## config.mk

```make
export PLATFORM = sky130hd
export DESIGN_NAME = adc_ladder_button_debouncer
export DESIGN_NICKNAME = d
export VERILOG_FILES = /design/src/adl_pkg.sv /design/src/adc_ladder_button_debouncer.sv /design/src/adl_classify.sv /design/src/adl_debounce.sv /design/src/adl_event_queue.sv
export SDC_FILE = /design/constraint.sdc
export NUM_CORES = 1
export LEC_CHECK = 0
export ABC_AREA = 1
export BUFFER_PORTS_ARGS = -buffer_cell sky130_fd_sc_hd__clkbuf_2
export CAP_MARGIN = 20
export CORE_AREA = 5 5 175 177
export DETAILED_ROUTE_END_ITERATION = 8
export DIE_AREA = 0 0 180 182
export PLACE_DENSITY_LB_ADDON = 0.3
export SLEW_MARGIN = 20
export SYNTH_ARGS = -nofsm -noshare
export SYNTH_HDL_FRONTEND = slang
export SYNTH_SLANG_ARGS = --single-unit
```

## constraint.sdc

```tcl
create_clock -name clk -period 7.6 [get_ports clk]
set_input_delay 0.38 -clock clk [delete_from_list [all_inputs] [get_ports clk]]
set_output_delay 0.38 -clock clk [all_outputs]
set_load 0.05 [all_outputs]
```

## src/adl_pkg.sv

```systemverilog
`default_nettype none
// ----------------------------------------------------------------------------
// adl_pkg
// Shared widths, reset values, register codes and types for the resistor
// ladder keypad decoder with debounce.
// ----------------------------------------------------------------------------
package adl_pkg;

    localparam int NUM_BUTTONS = 5;
    localparam int NUM_TARGETS = 4;
    localparam int MV_W        = 12;
    localparam int CNT_W       = 8;
    localparam int BTN_W       = 3;
    localparam int KEY_W       = 3;
    localparam int CFG_IDX_W   = 3;
    localparam int CFG_DATA_W  = 12;

    localparam int DEFAULT_STREAK_MAX = 255;

    // Classifier result: a ladder key number, or no key at all.
    localparam logic [KEY_W-1:0] KEY_NONE = 3'd4;

    localparam logic [MV_W-1:0]  RST_MATCH_WINDOW = 12'd250;
    localparam logic [MV_W-1:0]  RST_IDLE_THRESH  = 12'd2900;
    localparam logic [MV_W-1:0]  RST_TARGET_0     = 12'd820;
    localparam logic [MV_W-1:0]  RST_TARGET_1     = 12'd1110;
    localparam logic [MV_W-1:0]  RST_TARGET_2     = 12'd1650;
    localparam logic [MV_W-1:0]  RST_TARGET_3     = 12'd2410;
    localparam logic [CNT_W-1:0] RST_DEBOUNCE     = 8'd2;

    typedef enum logic [CFG_IDX_W-1:0] {
        REG_MATCH_WINDOW = 3'd0,
        REG_IDLE_THRESH  = 3'd1,
        REG_TARGET_0     = 3'd2,
        REG_TARGET_1     = 3'd3,
        REG_TARGET_2     = 3'd4,
        REG_TARGET_3     = 3'd5,
        REG_DEBOUNCE     = 3'd6
    } cfg_reg_t;

    typedef logic [MV_W-1:0] mv_t;

    // Edge events raised by one poll: one flag and one direction per button.
    typedef struct packed {
        logic [NUM_BUTTONS-1:0] mask;
        logic [NUM_BUTTONS-1:0] press;
    } adl_events_t;

endpackage : adl_pkg
`default_nettype wire

```

## src/adc_ladder_button_debouncer.sv

```systemverilog
`default_nettype none
// ----------------------------------------------------------------------------
// adc_ladder_button_debouncer
// Resistor ladder keypad decoder with a boot button and per-button debounce.
// ----------------------------------------------------------------------------
// One input word is one poll: boot pin level, key line voltage in mV, a read
// status flag and the wake-armed flag. It is taken when in_valid is high and
// in_stall is low, and lands in an input register. Once it is there and the
// event store is free, the voltage is classified, the boot button and (unless
// wake is armed) the ladder buttons are updated, and the resulting edge
// events are loaded into the event store. Each output word is one press or
// release edge; last marks the final edge of its poll. A poll that causes no
// edge produces no output word. A poll passes the input register and then the
// event store before its first edge is presented. Its edges (zero to five)
// wait in the store, which emits one word a cycle while the receiver does not
// stall; a poll with no edges leaves the store empty, so polls can arrive
// every cycle while no edges occur. When the receiver stalls, the current word
// is held unchanged, the store keeps its remaining edges, and once the input
// register is full in_stall is raised. Reset clears all buttons to released
// with zero streaks, empties both stages and loads the default thresholds.
// Configuration writes are expected only while the block is idle.
// ----------------------------------------------------------------------------
module adc_ladder_button_debouncer
#(
    parameter int STREAK_MAX = adl_pkg::DEFAULT_STREAK_MAX
)
(
    input  wire                             clk,
    input  wire                             rst_n,
    input  wire                             cfg_we,
    input  wire [adl_pkg::CFG_IDX_W-1:0]    cfg_index,
    input  wire [adl_pkg::CFG_DATA_W-1:0]   cfg_data,
    input  wire                             in_valid,
    output logic                            in_stall,
    input  wire                             boot_level,
    input  wire [adl_pkg::MV_W-1:0]         key_mv,
    input  wire                             key_read_ok,
    input  wire                             wake_armed,
    output logic                            out_valid,
    input  wire                             out_stall,
    output logic [adl_pkg::BTN_W-1:0]       button,
    output logic                            pressed,
    output logic                            last
);
    import adl_pkg::*;

    // Configuration registers.
    mv_t              window_reg;
    mv_t              idle_reg;
    mv_t              target_reg [NUM_TARGETS];
    logic [CNT_W-1:0] debounce_reg;

    // Input register.
    logic             in_full_reg;
    logic             in_full_next;
    logic             boot_reg;
    mv_t              mv_reg;
    logic             ok_reg;
    logic             armed_reg;

    logic             room;
    logic             advance;
    logic             accept;
    logic [KEY_W-1:0] active_key;
    adl_events_t      events;

    // A poll moves on whenever the event store is free; the input register
    // then accepts a new word in the same cycle.
    assign advance  = in_full_reg && room;
    assign in_stall = in_full_reg && !room;
    assign accept   = in_valid && !in_stall;

    always_comb
    begin
        in_full_next = in_full_reg;
        if (accept)
        begin
            in_full_next = 1'b1;
        end
        else if (advance)
        begin
            in_full_next = 1'b0;
        end
    end

    always_ff @(posedge clk or negedge rst_n)
    begin
        if (!rst_n)
        begin
            in_full_reg <= 1'b0;
        end
        else
        begin
            in_full_reg <= in_full_next;
        end
    end

    always_ff @(posedge clk)
    begin
        if (accept)
        begin
            boot_reg  <= boot_level;
            mv_reg    <= key_mv;
            ok_reg    <= key_read_ok;
            armed_reg <= wake_armed;
        end
    end

    // Register writes; an index beyond the list is ignored.
    always_ff @(posedge clk or negedge rst_n)
    begin
        if (!rst_n)
        begin
            window_reg    <= RST_MATCH_WINDOW;
            idle_reg      <= RST_IDLE_THRESH;
            target_reg[0] <= RST_TARGET_0;
            target_reg[1] <= RST_TARGET_1;
            target_reg[2] <= RST_TARGET_2;
            target_reg[3] <= RST_TARGET_3;
            debounce_reg  <= RST_DEBOUNCE;
        end
        else if (cfg_we)
        begin
            case (cfg_reg_t'(cfg_index))
                REG_MATCH_WINDOW: window_reg    <= cfg_data[MV_W-1:0];
                REG_IDLE_THRESH:  idle_reg      <= cfg_data[MV_W-1:0];
                REG_TARGET_0:     target_reg[0] <= cfg_data[MV_W-1:0];
                REG_TARGET_1:     target_reg[1] <= cfg_data[MV_W-1:0];
                REG_TARGET_2:     target_reg[2] <= cfg_data[MV_W-1:0];
                REG_TARGET_3:     target_reg[3] <= cfg_data[MV_W-1:0];
                REG_DEBOUNCE:     debounce_reg  <= cfg_data[CNT_W-1:0];
                default:          ;
            endcase
        end
    end

    adl_classify u_classify
    (
        .key_mv       (mv_reg),
        .key_read_ok  (ok_reg),
        .match_window (window_reg),
        .idle_thresh  (idle_reg),
        .targets      (target_reg),
        .active_key   (active_key)
    );

    // The boot pin reads low while pressed.
    adl_debounce
    #(
        .STREAK_MAX (STREAK_MAX)
    )
    u_debounce
    (
        .clk        (clk),
        .rst_n      (rst_n),
        .update     (advance),
        .boot_down  (!boot_reg),
        .wake_armed (armed_reg),
        .active_key (active_key),
        .flip_count (debounce_reg),
        .events     (events)
    );

    adl_event_queue u_event_queue
    (
        .clk         (clk),
        .rst_n       (rst_n),
        .load        (advance),
        .load_events (events),
        .room        (room),
        .out_valid   (out_valid),
        .out_stall   (out_stall),
        .button      (button),
        .pressed     (pressed),
        .last        (last)
    );

endmodule : adc_ladder_button_debouncer
`default_nettype wire

```

## src/adl_classify.sv

```systemverilog
`default_nettype none
// ----------------------------------------------------------------------------
// adl_classify
// Matches the key line voltage against the four ladder targets.
// ----------------------------------------------------------------------------
module adl_classify
(
    input  wire adl_pkg::mv_t                  key_mv,
    input  wire                                key_read_ok,
    input  wire adl_pkg::mv_t                  match_window,
    input  wire adl_pkg::mv_t                  idle_thresh,
    input  wire adl_pkg::mv_t                  targets [adl_pkg::NUM_TARGETS],
    output logic [adl_pkg::KEY_W-1:0]          active_key
);
    import adl_pkg::*;

    mv_t                    diff [NUM_TARGETS];
    logic [NUM_TARGETS-1:0] hit;

    always_comb
    begin
        for (int i = 0; i < NUM_TARGETS; i++)
        begin
            diff[i] = (key_mv >= targets[i]) ? (key_mv - targets[i]) : (targets[i] - key_mv);
            hit[i]  = (diff[i] <= match_window);
        end
    end

    // The earliest target in order wins where windows overlap.
    always_comb
    begin
        active_key = KEY_NONE;
        if (key_read_ok && (key_mv < idle_thresh))
        begin
            for (int i = NUM_TARGETS - 1; i >= 0; i--)
            begin
                if (hit[i])
                begin
                    active_key = KEY_W'(i);
                end
            end
        end
    end

endmodule : adl_classify
`default_nettype wire

```

## src/adl_debounce.sv

```systemverilog
`default_nettype none
// ----------------------------------------------------------------------------
// adl_debounce
// Holds the candidate, streak and stable state of all five buttons and updates
// them once per poll (the ladder keys only when not wake-armed), reporting the edges that result.
// ----------------------------------------------------------------------------
module adl_debounce
#(
    parameter int STREAK_MAX = adl_pkg::DEFAULT_STREAK_MAX
)
(
    input  wire                          clk,
    input  wire                          rst_n,
    input  wire                          update,
    input  wire                          boot_down,
    input  wire                          wake_armed,
    input  wire [adl_pkg::KEY_W-1:0]     active_key,
    input  wire [adl_pkg::CNT_W-1:0]     flip_count,
    output adl_pkg::adl_events_t         events
);
    import adl_pkg::*;

    localparam int STREAK_W = $clog2(STREAK_MAX + 1);

    logic [NUM_BUTTONS-1:0] stable_reg;
    logic [NUM_BUTTONS-1:0] stable_next;
    logic [NUM_BUTTONS-1:0] cand_reg;
    logic [NUM_BUTTONS-1:0] cand_next;
    logic [STREAK_W-1:0]    streak_reg  [NUM_BUTTONS];
    logic [STREAK_W-1:0]    streak_next [NUM_BUTTONS];
    logic [NUM_BUTTONS-1:0] sample;
    logic [NUM_BUTTONS-1:0] enable;

    always_comb
    begin
        sample[0] = boot_down;
        enable[0] = update;
        for (int i = 1; i < NUM_BUTTONS; i++)
        begin
            sample[i] = (active_key == KEY_W'(i - 1));
            enable[i] = update && !wake_armed;
        end
    end

    always_comb
    begin
        for (int i = 0; i < NUM_BUTTONS; i++)
        begin
            cand_next[i]   = cand_reg[i];
            streak_next[i] = streak_reg[i];
            stable_next[i] = stable_reg[i];
            events.mask[i]  = 1'b0;
            events.press[i] = sample[i];
            if (enable[i])
            begin
                if (sample[i] == cand_reg[i])
                begin
                    if (streak_reg[i] < STREAK_W'(STREAK_MAX))
                    begin
                        streak_next[i] = streak_reg[i] + STREAK_W'(1);
                    end
                end
                else
                begin
                    cand_next[i]   = sample[i];
                    streak_next[i] = STREAK_W'(1);
                end
                if ((CNT_W'(streak_next[i]) >= flip_count) && (sample[i] != stable_reg[i]))
                begin
                    stable_next[i]  = sample[i];
                    events.mask[i]  = 1'b1;
                end
            end
        end
    end

    always_ff @(posedge clk or negedge rst_n)
    begin
        if (!rst_n)
        begin
            stable_reg <= '0;
            cand_reg   <= '0;
            for (int i = 0; i < NUM_BUTTONS; i++)
            begin
                streak_reg[i] <= '0;
            end
        end
        else
        begin
            stable_reg <= stable_next;
            cand_reg   <= cand_next;
            for (int i = 0; i < NUM_BUTTONS; i++)
            begin
                streak_reg[i] <= streak_next[i];
            end
        end
    end

endmodule : adl_debounce
`default_nettype wire

```

## src/adl_event_queue.sv

```systemverilog
`default_nettype none
// ----------------------------------------------------------------------------
// adl_event_queue
// Holds the edge events of one poll and hands them out one word a cycle while
// out_stall is low, lowest button first.
// ----------------------------------------------------------------------------
module adl_event_queue
(
    input  wire                         clk,
    input  wire                         rst_n,
    input  wire                         load,
    input  wire adl_pkg::adl_events_t   load_events,
    output logic                        room,
    output logic                        out_valid,
    input  wire                         out_stall,
    output logic [adl_pkg::BTN_W-1:0]   button,
    output logic                        pressed,
    output logic                        last
);
    import adl_pkg::*;

    logic [NUM_BUTTONS-1:0] mask_reg;
    logic [NUM_BUTTONS-1:0] mask_next;
    logic [NUM_BUTTONS-1:0] press_reg;
    logic [NUM_BUTTONS-1:0] press_next;
    logic [NUM_BUTTONS-1:0] rest;
    logic                   taken;

    always_comb
    begin
        button = '0;
        for (int i = NUM_BUTTONS - 1; i >= 0; i--)
        begin
            if (mask_reg[i])
            begin
                button = BTN_W'(i);
            end
        end
    end

    assign rest      = mask_reg & (mask_reg - NUM_BUTTONS'(1));
    assign out_valid = |mask_reg;
    assign pressed   = press_reg[button];
    assign last      = (rest == '0);
    assign taken     = out_valid && !out_stall;
    // The store is free when empty or when its final word leaves this cycle.
    assign room      = !out_valid || (last && !out_stall);

    always_comb
    begin
        mask_next  = mask_reg;
        press_next = press_reg;
        if (load)
        begin
            mask_next  = load_events.mask;
            press_next = load_events.press;
        end
        else if (taken)
        begin
            mask_next = rest;
        end
    end

    always_ff @(posedge clk or negedge rst_n)
    begin
        if (!rst_n)
        begin
            mask_reg <= '0;
        end
        else
        begin
            mask_reg <= mask_next;
        end
    end

    always_ff @(posedge clk)
    begin
        press_reg <= press_next;
    end

endmodule : adl_event_queue
`default_nettype wire

```

Word-level counts from Yosys, hierarchy flattened --
Cells that the tools add are included.
Cells by class: mux-type cells 44, order comparisons 20, add/sub/neg operators 14, bitwise gates (word level) 6, reduce and logical (&&, ||, !) cells 42, eq/ne operators 19
Operator list (count):
- $mux 8 | 15
- $sub 12x12->12 | 8
- $ge 12x12->1 | 4
- $le 12x12->1 | 4
- $mux 12 | 4
- $add 8x1->8 const B | 5
- $ge 8x8->1 | 5
- $lt 8x8->1 const B | 5
- $reduce_and 2->1 | 17
- $mux 3 | 10
- $eq 3x2->1 const B | 4
- $logic_and 1x1->1 | 12
- $lt 12x12->1 | 1
- $mux 1 | 12
- $mux 5 | 2
- $eq 3x3->1 const B | 3
- $eq 3x1->1 const B | 2
- $logic_not 1->1 | 6
- $logic_not 3->1 | 2
- $and 5x5->5 | 1
- $eq 1x1->1 | 5
- $logic_not 5->1 | 1
- $ne 1x1->1 | 5
- $not 1->1 | 5
- 6 further kinds | 7
Storage, ports and cells: register bits 156, output and inout port bits 7

Logic depth before layout (Yosys ltp) --
depth after elaboration 17, mapped depth 41, gate-level depth less buffers 41

By module --
A second synthesis with hierarchy kept.
Second synthesis, totals: cells, all modules 2280, area total of the unflattened synthesis 15476.1 sq um
Modules (own cells, without submodules):
- adl_classify | instances 1, area each 6840.3 sq um, cells each 1183
- adl_debounce | instances 1, area each 4340.4 sq um, cells each 638
- adc_ladder_button_debouncer | instances 1, area each 3732.3 sq um, cells each 387
- adl_event_queue | instances 1, area each 563.0 sq um, cells each 72

Worst setup path before layout --
Ideal clock, no wire load.
path kind flip-flop to flip-flop, start register mv_reg[0], end register u_event_queue.mask_reg[2], data required time 7.523 ns, arrival time 4.771 ns, period minus slack after synthesis 4.848 ns, library setup time 0.077 ns, stages on the path, launching flop included 37, setup slack 2.752 ns, cell sequence edfxtp_1 > inv_1 > ha_1 > inv_1 > fa_1 > nand2_1 > inv_1 > or2_1 > a21oi_1 > inv_1 > nand3_1 > nand3_2 > buf_2 > nand2_1 > nand2_1 > xnor2_1 > inv_1 > ha_1 > a21o_2 > nor2_1 > nand3_2 > nand2_4 > nor2_8 > nor2_4 > nand2_4 > inv_2 > nand2_4 > nand2_2 > a21oi_1 > ha_1 > nand2_1 > nor2_1 > nand4_1 > o2111ai_1 > nand2_1 > nand3b_1 > a21oi_1
RTL lines:
- start: declaration | line adc_ladder_button_debouncer.sv:57 | mv_t mv_reg;
- start signal: assignment | line adc_ladder_button_debouncer.sv:103 | mv_reg <= key_mv;
- end signal: assignment | line adl_event_queue.sv:72 | mask_reg <= mask_next;
- end: declaration | line adl_event_queue.sv:22 | logic [NUM_BUTTONS-1:0] mask_reg;

==> impl_metrics.json <==
{
  "synth_area_leaders": "dfrtp_1 18%, ha_1 17%, nand2_1 13%",
  "final_antenna_net_count": 0,
  "fillers": 2766,
  "mostFrequentLayoutCell": "nand2_1",
  "syn_inst": 1952,
  "start_kind": "flip-flop",
  "cts_tree": "yes",
  "yosys_warnings": 0,
  "route.met3.wl_mm": 2.174,
  "cp.required_ns": 7.96,
  "wl_per_cell_um": 17.13,
  "period_share": 0.8125,
  "start_util": 0.4894,
  "critical_path.max_fanout": 15,
  "met2_length_mm": 19.35,
  "coreArea_um2": 29090,
  "hold_viol": 0,
  "largest_reg_flops": 48,
  "gp_congestion": 0.9518,
  "gr-total-overflow": 0,
  "dr.max_layer_used": "met5",
  "cts_max_level": 4,
  "clockBufferDepth": 2,
  "syn_area_um2": 14240,
  "crit_type": "flip-flop to flip-flop",
  "dr_total_vias": 12760,
  "path_clk_slew_ns": 0.06,
  "grt_usage": 0.2493,
  "most-common-layout-cells": "502 x nand2_1, 341 x inv_1, 196 x ha_1",
  "fin_crit_ns": 6.175,
  "cp_slowest_stage_delay_ns": 0.51,
  "cpMostUsedCell": "nand2_1",
  "synth_top_area_cell": "dfrtp_1",
  "crit_path_end_kind": "flip-flop",
  "synth_cell_types": 58,
  "finish.net_count": 2220,
  "wl_met1_mm": 17.96,
  "finClkSkew_ns": 0.01191,
  "area_delta_synth_final_pct": 8.375,
  "synth_top_area_frac": 0.1775,
  "cap_violations": 0,
  "tns_ns": 0,
  "diodes": 0,
  "critical_path_arrival_ns": 6.53,
  "insertion_delay_ns": 0.44,
  "ioPinCount": 42,
  "numClockSinks": 156,
  "synth_enable_flop_cells": 20,
  "rsz0062_at_grt": "false",
  "cts-root-buf": "clkbuf_16",
  "die_y_um": 182,
  "fmax_mhz": 161.9,
  "drt_wl_total_mm": 40.84,
  "post_cts_buffers": 0,
  "die_w_um": 180,
  "fin_ws_ns": 1.425,
  "drt_iter0_drc": 896,
  "ys_seq_elements": 156,
  "status": "completed",
  "row_count": 63,
  "antenna_found_initial": 1,
  "dp_slack_ns": 1.478,
  "grt_max_degree": 74,
  "synth_nets": 2191,
  "synth-main-ff-cell": "dfrtp_1",
  "report.final.slew_viol_count": 0,
  "die_area_um2": 32760,
  "power.density_nw_per_um2": 401.4,
  "worst_pin_slew_ns": 0.9597,
  "p_leak_nw": 8.031,
  "dp_hpwl_mm": 31.34,
  "grt_pass1_vias": 12460,
  "via_per_inst": 5.354,
  "avgSynthCellArea_um2": 7.293,
  "holdWs_ns": 0.1186,
  "r2r_setup_slack_ns": 1.43,
  "async_flop_share": 0.8718,
  "hold_class": "input port to flip-flop",
  "cts_buffers": 17,
  "portBuffers": 41,
  "finalSetupViolCount": 0,
  "drc": 0,
  "grt_first_pass_wirelength_mm": 64.95,
  "slew_headroom": 0.3602,
  "peakVddDrop_mv": 0.2688,
  "drive_gt1_frac": 0.08475,
  "cp_slowest_cell": "edfxtp_1",
  "drt_first_pass_iters": 7,
  "yosysSeqAreaShare": 0.2843
}
-- layout make-up --
cell class / count / area, um2 / share of cell area
multi-input combinational: 1412 / 8722 / 0.5653
inverter: 351 / 1318 / 0.08539
clock buffer: 21 / 460.4 / 0.02984
sequential: 156 / 4048 / 0.2623
clock inverter: 11 / 163.9 / 0.01062
tap: 390 / 488.0 / 0.03163
timing repair buffer: 43 / 229.0 / 0.01484
-- report_power, final --
group          total [mW]  internal [mW]  leakage, nW  switching [mW]
logic                3.93           1.39         5.86            2.55
clock network       0.929          0.567        0.308           0.362
registers            1.33           1.09         1.86           0.236
total                6.19           3.05         8.03            3.15
-- cells in the mapped netlist, types with 3 or more instances --
master     number
nand3b_1        4
dfrtp_1       101
nor2_1         95
edfxtp_1       20
o21a_1          4
dfstp_2        35
nor3_1         13
nand3_1        69
buf_2          13
nor2_8          3
nand2_2         4
nor3_2          5
a21o_1          6
nand4_1        27
o21bai_1        8
inv_2           7
a31oi_1         9
clkbuf_1       17
nand2_4        13
o21ai_1        13
nor4_1          3
o21ai_0       164
nand2_1       502
nor2_2          3
fa_1            8
nand3_2         3
a21oi_1       136
o2111ai_1       7
or2_2           3
ha_1          196
a221oi_1        6
inv_1         341
xnor2_1        26
xor2_1         36
clkinv_1        3
o211ai_1       10
nor2_4          8
-- worst max-delay path, delay by kind of cell, from the launching register on --
| family | cells | cell delay [ns] |
|---|---|---|
| AO/OA/AOI/OAI | 4 | 0.63 |
| XOR/XNOR | 1 | 0.12 |
| adder cells (fa/ha/maj) | 4 | 1.23 |
| buffers and inverters | 7 | 1.04 |
| flip-flops | 1 | 0.51 |
| AND/OR/NAND/NOR | 21 | 2.54 |
-- kinds of logic after synthesis --
group,count (synthesis),share of synthesized area
compound gates,377,0.1455
xor+xnor,63,0.04008
fa+ha+maj,204,0.1835
buf+inv,384,0.1030
flops,156,0.2843
mux,4,0.002988
simple gates,764,0.2406
-- layer usage --
layer / vias up / track usage
met1: 5947 / 0.3181
met3: 88 / 0.04387
li1: 6372 / -
met4: 2 / 0.08595
met5: - / 0
met2: 354 / 0.4278
-- worst paths after layout --
kind / startpoint / end / cells past startpoint
worst max register to register: mv_reg[0]$_DFFE_PP_ / u_event_queue.mask_reg[2]$_DFFE_PN0P_ / 37
max in group asynchronous: rst_n / u_debounce.streak_reg[35]$_DFFE_PN0P_ / 3
worst min-delay path: key_mv[2] / mv_reg[2]$_DFFE_PP_ / 1
worst min register to register: u_debounce.streak_reg[21]$_DFFE_PN0P_ / u_debounce.streak_reg[21]$_DFFE_PN0P_ / 2
worst max-delay path: mv_reg[0]$_DFFE_PP_ / u_event_queue.mask_reg[2]$_DFFE_PN0P_ / 37
min in group asynchronous: rst_n / idle_reg[10]$_DFFE_PN0P_ / 2
-- per-stage QoR --
stage | instances | util | area [um2] | power [mW]
CTS | 2384 | 0.5304 | 15430 | 6.177
finish | 2384 | 0.5304 | 15430 | 6.193
global route | 2384 | 0.5304 | 15430 | 6.793
global placement | 2351 | 0.5086 | 14790 | 5.160
floorplan | 1952 | - | 14240 | 4.294
detailed placement | 2351 | 0.5086 | 14790 | 5.224
-- repair_timing --
item,4_1_cts,5_1_grt
endpoints found under the hold margin,34,0
gates resized for setup,0,0
hold buffers,1,0
Note: power is estimated with default switching activity, not from simulation.
